### src/sv/bsed_pkg.sv
package bsed_pkg;

  localparam int         FrameWidthDefault = 256;
  localparam logic [7:0] ThresholdReset    = 8'd127;
  localparam logic [7:0] PixelWhite        = 8'd255;
  localparam logic [7:0] PixelBlack        = 8'd0;

  // Which sides of a 3x3 window fall outside the frame.
  typedef struct packed {
    logic top;
    logic bottom;
    logic left;
    logic right;
  } border_t;

  // Window bit index is 3*row + col, row 0 on top, col 0 on the left.
  function automatic logic [8:0] mask_window(logic [8:0] win, border_t bord);
    logic [8:0] res;
    res = win;
    if (bord.top) begin
      res[2:0] = 3'b000;
    end
    if (bord.bottom) begin
      res[8:6] = 3'b000;
    end
    if (bord.left) begin
      res[0] = 1'b0;
      res[3] = 1'b0;
      res[6] = 1'b0;
    end
    if (bord.right) begin
      res[2] = 1'b0;
      res[5] = 1'b0;
      res[8] = 1'b0;
    end
    return res;
  endfunction

  // Nonzero Sobel X or Y gradient on a binary window.
  function automatic logic sobel_nonzero(logic [8:0] p);
    logic [2:0] x_left;
    logic [2:0] x_right;
    logic [2:0] y_top;
    logic [2:0] y_bottom;
    x_left   = 3'(p[0]) + 3'({p[3], 1'b0}) + 3'(p[6]);
    x_right  = 3'(p[2]) + 3'({p[5], 1'b0}) + 3'(p[8]);
    y_top    = 3'(p[0]) + 3'({p[1], 1'b0}) + 3'(p[2]);
    y_bottom = 3'(p[6]) + 3'({p[7], 1'b0}) + 3'(p[8]);
    return (x_left != x_right) || (y_top != y_bottom);
  endfunction

endpackage

### src/sv/bsed_line_store.sv
module bsed_line_store
  import bsed_pkg::*;
#(
  parameter int Depth = FrameWidthDefault,
  localparam int AddrW = $clog2(Depth)
) (
  input  logic             clk_i,
  input  logic             rd_en_i,
  input  logic [AddrW-1:0] rd_addr_i,
  output logic [1:0]       rd_data_o,
  input  logic             wr_en_i,
  input  logic [AddrW-1:0] wr_addr_i,
  input  logic [1:0]       wr_data_i
);

  // One entry per column: bit 1 two rows back, bit 0 one row back.
  logic [1:0] mem_q [Depth];
  logic [1:0] rd_data_q;

  always_ff @(posedge clk_i) begin
    if (wr_en_i) begin
      mem_q[wr_addr_i] <= wr_data_i;
    end
  end

  always_ff @(posedge clk_i) begin
    if (rd_en_i) begin
      rd_data_q <= mem_q[rd_addr_i];
    end
  end

  assign rd_data_o = rd_data_q;

endmodule

### src/sv/binary_sobel_edge_detect_top.sv
// Channel   Dir  Handshake                     Payload
// cfg       in   cfg_valid_i / cfg_ready_o     cfg_data_i: binarize threshold
// s_axis    in   s_axis_tvalid / tready        tdata: pixel_in, tuser: pad
// m_axis    out  m_axis_tvalid / tready        tdata: pixel_out, tlast: out_last
//
// One item per cycle sustained while m_axis accepts; each item passes three register
// stages (input stage with the binary line store read, window stage with the edge
// line store read, output register), as each line store read is registered.
// A result appears for the item 2*FRAME_WIDTH+2 places after its pixel.
// Reset clears control state and sets the threshold to 127; line stores are not
// cleared, and entries from a previous frame are masked at the frame borders.
// A stall on m_axis holds all stages and drops s_axis_tready once they are full.
module binary_sobel_edge_detect_top
  import bsed_pkg::*;
#(
  parameter int FRAME_WIDTH = FrameWidthDefault
) (
  input  logic       clk_i,
  input  logic       rst_ni,
  // Configuration write
  input  logic       cfg_valid_i,
  output logic       cfg_ready_o,
  input  logic [7:0] cfg_data_i,
  // Pixel stream in
  input  logic       s_axis_tvalid,
  output logic       s_axis_tready,
  input  logic [7:0] s_axis_tdata,   // [7:0] pixel_in
  input  logic       s_axis_tuser,   // [0] pad
  // Pixel stream out
  output logic       m_axis_tvalid,
  input  logic       m_axis_tready,
  output logic [7:0] m_axis_tdata,   // [7:0] pixel_out
  output logic       m_axis_tlast
);

  localparam int ColW = $clog2(FRAME_WIDTH);
  localparam int RowW = $clog2(FRAME_WIDTH + 3);

  localparam logic [ColW-1:0] ColLast  = ColW'(FRAME_WIDTH - 1);
  localparam logic [ColW-1:0] ColOne   = ColW'(1);
  localparam logic [ColW-1:0] ColTwo   = ColW'(2);
  localparam logic [RowW-1:0] RowOne   = RowW'(1);
  localparam logic [RowW-1:0] RowTwo   = RowW'(2);
  localparam logic [RowW-1:0] RowThree = RowW'(3);
  // First row past the frame, the one after it, and the last flush row.
  localparam logic [RowW-1:0] RowPast  = RowW'(FRAME_WIDTH);
  localparam logic [RowW-1:0] RowBelow = RowW'(FRAME_WIDTH + 1);
  localparam logic [RowW-1:0] RowEnd   = RowW'(FRAME_WIDTH + 2);

  // ---------------------------------------------------------------------------
  // Threshold register
  // ---------------------------------------------------------------------------
  logic [7:0] thresh_q;

  assign cfg_ready_o = 1'b1;

  always_ff @(posedge clk_i or negedge rst_ni) begin
    if (!rst_ni) begin
      thresh_q <= ThresholdReset;
    end else if (cfg_valid_i) begin
      thresh_q <= cfg_data_i;
    end
  end

  // ---------------------------------------------------------------------------
  // Handshake and stage advance
  // ---------------------------------------------------------------------------
  logic s1_valid_q;
  logic s2_valid_q;
  logic out_valid_q;
  logic in_fire;
  logic adv1;
  logic adv2;

  assign adv2          = s2_valid_q && (!out_valid_q || m_axis_tready);
  assign adv1          = s1_valid_q && (!s2_valid_q || adv2);
  assign s_axis_tready = !s1_valid_q || adv1;
  assign in_fire       = s_axis_tvalid && s_axis_tready;

  // ---------------------------------------------------------------------------
  // Stream position of the next item
  // ---------------------------------------------------------------------------
  logic [ColW-1:0] col_q;
  logic [RowW-1:0] row_q;
  logic            frame_end;

  // The item at row FRAME_WIDTH+2, column 1 gives the last result of the frame.
  assign frame_end = (row_q == RowEnd) && (col_q == ColOne);

  always_ff @(posedge clk_i or negedge rst_ni) begin
    if (!rst_ni) begin
      col_q <= '0;
      row_q <= '0;
    end else if (in_fire) begin
      if (frame_end) begin
        col_q <= '0;
        row_q <= '0;
      end else if (col_q == ColLast) begin
        col_q <= '0;
        row_q <= row_q + RowOne;
      end else begin
        col_q <= col_q + ColOne;
      end
    end
  end

  // ---------------------------------------------------------------------------
  // Input decode: binary bit and border flags of the windows this item closes
  // ---------------------------------------------------------------------------
  // The edge window is centered one row and one pixel behind the item, the
  // output window one row and one pixel behind that.
  logic            col_ge1;
  logic            col_ge2;
  logic            in_bit;
  logic [ColW-1:0] in_ecol;
  border_t         in_ebord;
  border_t         in_obord;
  logic            in_out_en;

  always_comb begin
    col_ge1 = (col_q != '0);
    col_ge2 = (col_q >= ColTwo);

    // Pad items and items beyond the frame count as black.
    in_bit = (row_q < RowPast) && !s_axis_tuser && (s_axis_tdata > thresh_q);

    in_ecol = col_ge1 ? (col_q - ColOne) : ColLast;

    in_ebord.top    = col_ge1 ? (row_q == RowOne)  : (row_q == RowTwo);
    in_ebord.bottom = col_ge1 ? (row_q == RowPast) : (row_q == RowBelow);
    in_ebord.left   = (col_q == ColOne);
    in_ebord.right  = (col_q == '0);

    in_obord.top    = col_ge2 ? (row_q == RowTwo)   : (row_q == RowThree);
    in_obord.bottom = col_ge2 ? (row_q == RowBelow) : (row_q == RowEnd);
    in_obord.left   = (col_q == ColTwo);
    in_obord.right  = (col_q == ColOne);

    // Results start 2*FRAME_WIDTH+2 items into the frame.
    in_out_en = (row_q > RowTwo) || ((row_q == RowTwo) && col_ge2);
  end

  // ---------------------------------------------------------------------------
  // Stage 1: accepted item, binary line store read in flight
  // ---------------------------------------------------------------------------
  logic            s1_bit_q;
  logic [ColW-1:0] s1_col_q;
  logic [ColW-1:0] s1_ecol_q;
  border_t         s1_ebord_q;
  border_t         s1_obord_q;
  logic            s1_out_en_q;
  logic            s1_last_q;
  logic [1:0]      bin_rd;

  always_ff @(posedge clk_i or negedge rst_ni) begin
    if (!rst_ni) begin
      s1_valid_q <= 1'b0;
    end else if (in_fire) begin
      s1_valid_q <= 1'b1;
    end else if (adv1) begin
      s1_valid_q <= 1'b0;
    end
  end

  always_ff @(posedge clk_i) begin
    if (in_fire) begin
      s1_bit_q    <= in_bit;
      s1_col_q    <= col_q;
      s1_ecol_q   <= in_ecol;
      s1_ebord_q  <= in_ebord;
      s1_obord_q  <= in_obord;
      s1_out_en_q <= in_out_en;
      s1_last_q   <= frame_end;
    end
  end

  // Rotate the column on the way back: one row back moves to two rows back.
  bsed_line_store #(
    .Depth(FRAME_WIDTH)
  ) u_bin_store (
    .clk_i     (clk_i),
    .rd_en_i   (in_fire),
    .rd_addr_i (col_q),
    .rd_data_o (bin_rd),
    .wr_en_i   (adv1),
    .wr_addr_i (s1_col_q),
    .wr_data_i ({bin_rd[0], s1_bit_q})
  );

  // ---------------------------------------------------------------------------
  // Stage 2: binary window, edge decision, edge line store read in flight
  // ---------------------------------------------------------------------------
  logic [8:0]      bwin_q;
  logic [8:0]      bwin_d;
  logic [ColW-1:0] s2_col_q;
  border_t         s2_ebord_q;
  border_t         s2_obord_q;
  logic            s2_out_en_q;
  logic            s2_last_q;
  logic [1:0]      edge_rd;
  logic            edge_bit;

  // Shift left and bring in the new column: two rows back, one row back, now.
  always_comb begin
    bwin_d = {bin_rd[0] ? 1'b0 : 1'b0, 8'h00};
    bwin_d = {s1_bit_q, bwin_q[8:7], bin_rd[0], bwin_q[5:4], bin_rd[1], bwin_q[2:1]};
  end

  always_ff @(posedge clk_i or negedge rst_ni) begin
    if (!rst_ni) begin
      s2_valid_q <= 1'b0;
    end else if (adv1) begin
      s2_valid_q <= 1'b1;
    end else if (adv2) begin
      s2_valid_q <= 1'b0;
    end
  end

  always_ff @(posedge clk_i) begin
    if (adv1) begin
      bwin_q      <= bwin_d;
      s2_col_q    <= s1_ecol_q;
      s2_ebord_q  <= s1_ebord_q;
      s2_obord_q  <= s1_obord_q;
      s2_out_en_q <= s1_out_en_q;
      s2_last_q   <= s1_last_q;
    end
  end

  assign edge_bit = sobel_nonzero(mask_window(bwin_q, s2_ebord_q));

  bsed_line_store #(
    .Depth(FRAME_WIDTH)
  ) u_edge_store (
    .clk_i     (clk_i),
    .rd_en_i   (adv1),
    .rd_addr_i (s1_ecol_q),
    .rd_data_o (edge_rd),
    .wr_en_i   (adv2),
    .wr_addr_i (s2_col_q),
    .wr_data_i ({edge_rd[0], edge_bit})
  );

  // ---------------------------------------------------------------------------
  // Edge window and output register
  // ---------------------------------------------------------------------------
  logic [8:0] ewin_q;
  logic [8:0] ewin_d;
  logic [8:0] ewin_m;
  logic       joined;
  logic [7:0] out_data_q;
  logic       out_last_q;

  always_comb begin
    ewin_d = {edge_bit, ewin_q[8:7], edge_rd[0], ewin_q[5:4], edge_rd[1], ewin_q[2:1]};
    ewin_m = mask_window(ewin_d, s2_obord_q);
    // Center is an edge and so is one of its four direct neighbors.
    joined = ewin_m[4] && (ewin_m[1] || ewin_m[7] || ewin_m[3] || ewin_m[5]);
  end

  always_ff @(posedge clk_i) begin
    if (adv2) begin
      ewin_q     <= ewin_d;
      out_data_q <= joined ? PixelBlack : PixelWhite;
      out_last_q <= s2_last_q;
    end
  end

  always_ff @(posedge clk_i or negedge rst_ni) begin
    if (!rst_ni) begin
      out_valid_q <= 1'b0;
    end else if (adv2) begin
      out_valid_q <= s2_out_en_q;
    end else if (m_axis_tready) begin
      out_valid_q <= 1'b0;
    end
  end

  assign m_axis_tvalid = out_valid_q;
  assign m_axis_tdata  = out_data_q;
  assign m_axis_tlast  = out_last_q;

endmodule

### config.mk
export PLATFORM = sky130hd
export DESIGN_NAME = binary_sobel_edge_detect_top
export DESIGN_NICKNAME = d
export VERILOG_FILES = /design/src/sv/bsed_pkg.sv /design/src/sv/bsed_line_store.sv /design/src/sv/binary_sobel_edge_detect_top.sv
export SDC_FILE = /design/constraint.sdc
export NUM_CORES = 1
export LEC_CHECK = 0
export BUFFER_PORTS_ARGS = -buffer_cell sky130_fd_sc_hd__buf_2
export CAP_MARGIN = 5
export CORE_UTILIZATION = 45
export CTS_BUF_LIST = sky130_fd_sc_hd__clkbuf_16
export DETAILED_ROUTE_END_ITERATION = 6
export GPL_TIMING_DRIVEN = 0
export PLACE_DENSITY_LB_ADDON = 0.05
export SLEW_MARGIN = 30
export SYNTH_ARGS = -nofsm -noshare
export SYNTH_HDL_FRONTEND = slang
export SYNTH_SLANG_ARGS = --single-unit
### constraint.sdc
create_clock -name clk_i -period 6.6 [get_ports clk_i]
set_input_delay 0.99 -clock clk_i [delete_from_list [all_inputs] [get_ports clk_i]]
set_output_delay 0.99 -clock clk_i [all_outputs]
set_load 0.02 [all_outputs]
* After elaboration in Yosys (flattened, before gate mapping) *
Memories as Yosys holds them, arrays and structs flattened. A register that Yosys moved wholly into a read port is not among the register bits.
Cells that the tools add are included.

word-level totals
  register bits after elaboration = 98
  memories = 2
  memory bits (writable) = 1024
  logic and storage cells = 118

memories
  name                words  bits a word  read ports  clocked after memory_dff  wr ports  line                   text
  u_bin_store.mem_q   256    2            1           1                         1         bsed_line_store.sv:17  logic [1:0] mem_q [Depth];
  u_edge_store.mem_q  256    2            1           1                         1         bsed_line_store.sv:17

cells by class
  muxes and demuxes = 31
  $add $sub $neg = 11
  order comparisons = 4
  eq/ne operators = 11
  reduce and logical (&&, ||, !) cells = 27

operator list
  kind                   number
  $eq A9 B9 Y1 const B   3
  $mux W8                3
  $mux W1                22
  $eq A9 B2 Y1 const B   2
  $mux W9                2
  $add A1 B2 Y3          4
  $add A3 B1 Y3          4
  $add A9 B1 Y9 const B  1
  $eq A9 B1 Y1 const B   1
  $gt A9 B2 Y1 const B   1
  $lt A9 B9 Y1 const B   1
  $add A8 B1 Y8 const B  1
  $eq A8 B1 Y1 const B   1
  $eq A8 B2 Y1 const B   1
  $eq A8 B8 Y1 const B   1
  $ge A8 B2 Y1 const B   1
  $gt A8 B8 Y1           1
  $logic_and A1 B1 Y1    8
  $logic_not A8 Y1       1
  $logic_or A1 B1 Y1     8
  $reduce_bool A2 Y1     4
  $reduce_bool A8 Y1     1
  $sub A8 B1 Y8 const B  1
  $mux W3                2
  other kinds (4)        9

* Logic depth before layout (Yosys ltp) *
  depth after elaboration = 8
  mapped depth = 12
  gate-level depth less buffers = 9

* Modules after synthesis *
Synthesis repeated with hierarchy kept, for this count alone.

second synthesis, totals
  cell total of the unflattened synthesis = 2819
  area, all modules = 46832.4 um2

by module, submodules not included
  module                        sequential area each (um2)  area an instance (um2)  times used  cells an instance
  bsed_line_store               15434.8                     21401.8                 2           1242
  binary_sobel_edge_detect_top  2451.1                      4028.9                  1           335

* Worst setup path before layout *
Ideal clock, no wire load.

  path type = register to register
  start = register, netlist name s2_obord_q[0]
  end = register ewin_q[8], data pin
  required time = 5078 ps
  path buffers = 0
  clock period less this slack = 6095 ps
  data arrival time = 4573 ps
  stages on the path, launching flop included = 7
  setup slack = 505 ps
  cells stage by stage = edfxtp_1 -> nor3b_1 -> ha_1 -> ha_1 -> xor2_1 -> nor4_1 -> nand3_1

RTL lines
  item                  line                                 text
  end signal, assigned  binary_sobel_edge_detect_top.sv:263  ewin_q <= ewin_d;
  end, declared         binary_sobel_edge_detect_top.sv:247  logic [8:0] ewin_q;

==> flow_summary.ini <==
[die]
core_area_sq_um = 101000
die_height_um = 322
die_area_sq_um = 103000
io_pins = 34
die_w_um = 322
initial_utilization_pct = 45.7
rows = 116

[cts]
clkTransAtPathRegs_ps = 60
htree_levels = 3
hold_buffers = 0
clk-insertion-delay-late_ps = 700
clock-root-buffer = clkbuf_16
cts_buffer_depth = 3
cts_setup_buffers = 0
numCtsBuffers = 117
cts_tree = done
ctsResizeCount = 0
clock_sinks = 1114

[setup_path]
path_class = reg -> reg
critPathMaxFanout = 10
critPathRequiredTime_ps = 7040
worstPathArrival_ps = 4620
end_kind = flop
start_kind = flop

[placed_design]
port-buffer-count = 32
globalplace.congestion = 0.907
dp.final_hpwl_um = 92400

[routing]
wirelength_um = 135000
viasPerCell = 5.93
wl_met1_um = 53000
drt_iter0_drc = 2408
wl_met3_um = 7460
wl_met2_um = 69000
vias = 26000
drc_errors = 6
routedWlPerCell_um = 30.8
dr.pass1.iters = 7
top_layer_used = met4
ant_nets = 0

[synth]
yosys_register_bits = 1114
yosysWarningCount = 0
syn_avg_cell_area_sq_um = 16.8
synth_area_sq_um = 45900
synthesis.nets = 2781
synthFlopType = edfxtp_1
async_reset_ff_share_pct = 2.51
synth_edf_count = 1086
yosysSeqAreaShare_pct = 72.5
syn_inst = 2734
yosysUniqueCellTypes = 69

[power]
power_leakage_nw = 16.8
p_comb_share_pct = 24.4
clkPwrFrac_pct = 32.4
peakVddDrop_mv = 0.347
total_power_mw = 20.0
seqPwrFrac_pct = 43.1
power_density_nw_per_um2 = 383
power_switching_mw = 6.19
p_int_mw = 13.8
swShare_pct = 30.9

[run]
max_cap_viol_count = 0

[timing]
maxSlewViolCount = 0
timing.fmax_mhz = 239
rsz0062_at_grt = false
slew_headroom_pct = 32.4
finClkSkew_ps = 17.8
final.setup.tns_ps = 0
hold_viol_final = 0
fin_hold_ws_ps = 359
tightest_slew_ps = 1010
min_period_over_period_pct = 63.4
finalSetupViolCount = 0
min_period_ps = 4190

[global_routing]
grt_pass1_wl_um = 193000
grt_pass1_vias = 26900
grt_antenna_before_repair = 1
track_usage_pct = 26.5
grt_overflow_total = 0
grt_max_degree = 63

[cells_and_area]
final_util_pct = 51.9
nFillCells = 8268
diodes = 0
area_growth_pct = 13.6
drive_gt1_share_pct = 18.9
multi_input_area_sq_um = 11500
regArea_sq_um = 33300
nNetsFinal = 2975

[run_status]
violations = DRC
outcome = finished, violations left

[min_path]
hp-class = in -> async
==> metal layers <==
layer | track usage, % | vias to the layer above
met5 | 0 | -
met4 | 9.86 | 0
met3 | 3.65 | 280
met2 | 46.2 | 994
met1 | 33.5 | 13600
li1 | - | 11100
==> logic make-up (layout without fill, tap and decap cells) <==
logic type	Yosys count	after routing	share of synthesized area [%]
adder cells (fa/ha/maj)	25	25	0.681
flip-flops	1114	1114	72.5
AND/OR/NAND/NOR	812	812	7.45
AO/OA/AOI/OAI	217	217	3.32
multiplexers	336	336	13.1
XOR/XNOR	18	18	0.343
buffers and inverters	211	502	2.55
other	1	1	0.00816
==> cell usage in the layout, fill, tap and decap left out, types with 21 or more instances in the layout <==
| cell type | count |
|---|---|
| o21ai_0 | 35 |
| mux2i_1 | 122 |
| nand2_1 | 94 |
| buf_2 | 66 |
| clkbuf_16 | 118 |
| buf_4 | 22 |
| o22ai_1 | 47 |
| nor2b_1 | 23 |
| edfxtp_1 | 1086 |
| nor3_1 | 21 |
| mux4_2 | 205 |
| clkbuf_1 | 74 |
| nand3_1 | 46 |
| a22o_1 | 24 |
| clkinv_1 | 32 |
| a22oi_1 | 23 |
| nor2_1 | 547 |
| inv_1 | 50 |
| ha_1 | 25 |
| dfrtp_1 | 21 |
| buf_6 | 45 |
==> flip-flops by register name (all words and copies together), names as in the netlist, 8 cells and up <==
| signal | cells |
|---|---|
| bwin_q | 9 |
| col_q | 8 |
| row_q | 9 |
| s1_col_q | 8 |
| s1_ecol_q | 8 |
| s2_col_q | 8 |
| thresh_q | 8 |
| u_bin_store.mem_q | 512 |
| u_edge_store.mem_q | 512 |
==> cell type report <==
| cell class | instances | share of cell area (%) |
|---|---|---|
| Clock inverter | 98 | 1.55 |
| Multi-Input combinational cell | 1409 | 22.0 |
| Inverter | 30 | 0.216 |
| Tap cell | 1357 | 3.25 |
| Sequential cell | 1114 | 63.8 |
| Clock buffer | 118 | 5.66 |
| Buffer | 181 | 2.06 |
| Timing Repair Buffer | 75 | 1.48 |
==> cell usage after synthesis (23+ instances only) <==
cell type / count / area [sq um]
nor2b_1: 23 / 144
o21ai_0: 35 / 175
ha_1: 25 / 313
nor2_1: 549 / 2060
nand3_1: 47 / 235
inv_1: 29 / 109
a22oi_1: 23 / 173
buf_6: 27 / 304
nand2_1: 94 / 353
mux4_2: 205 / 4620
mux2i_1: 122 / 1220
edfxtp_1: 1086 / 32600
a22o_1: 24 / 210
o22ai_1: 47 / 294
buf_2: 33 / 165
clkbuf_1: 89 / 334
==> critical path, stage by stage (launching register included) <==
cell      delay (ps)
edfxtp_1         460
buf_2            340
clkbuf_1         650
inv_1            510
nor2_1           740
nand2_1          110
a31oi_1          250
o21ai_0          290
a211oi_1         550
==> stage by stage <==
stage | std cells | instance area (sq um) | setup slack, ps
after floorplan | 2734 | 45900 | 505
after global placement | 4123 | 47800 | -3970
after detailed placement | 4166 | 48400 | 2490
after CTS | 4382 | 52200 | 2550
after global routing | 4382 | 52200 | 2470
final | 4382 | 52200 | 2410
==> power groups by stage <==
stage	clock, mW	sequential, mW	combinational (mW)
after floorplan	0	9.10	2.40
after global placement	0	9.53	4.17
after detailed placement	0	8.77	4.87
after CTS	6.59	8.62	4.89
after global routing	6.83	8.64	5.09
final	6.49	8.63	4.88
==> final timing paths <==
check	cells past startpoint	slack [ps]	from	endpoint
hold / removal	1	360	rst_ni	thresh_q[7]
hold reg to reg	0	410	bwin_q[4]	bwin_q[3]
min in group clk_i	0	410	bwin_q[4]	bwin_q[3]
setup / recovery	8	2410	s1_ecol_q[2]	u_edge_store.rd_data_o[1]
max in group asynchronous	1	5780	rst_ni	m_axis_tvalid
setup reg to reg	8	2410	s1_ecol_q[2]	u_edge_store.rd_data_o[1]
No activity file was read; power rests on OpenSTA's default activity.
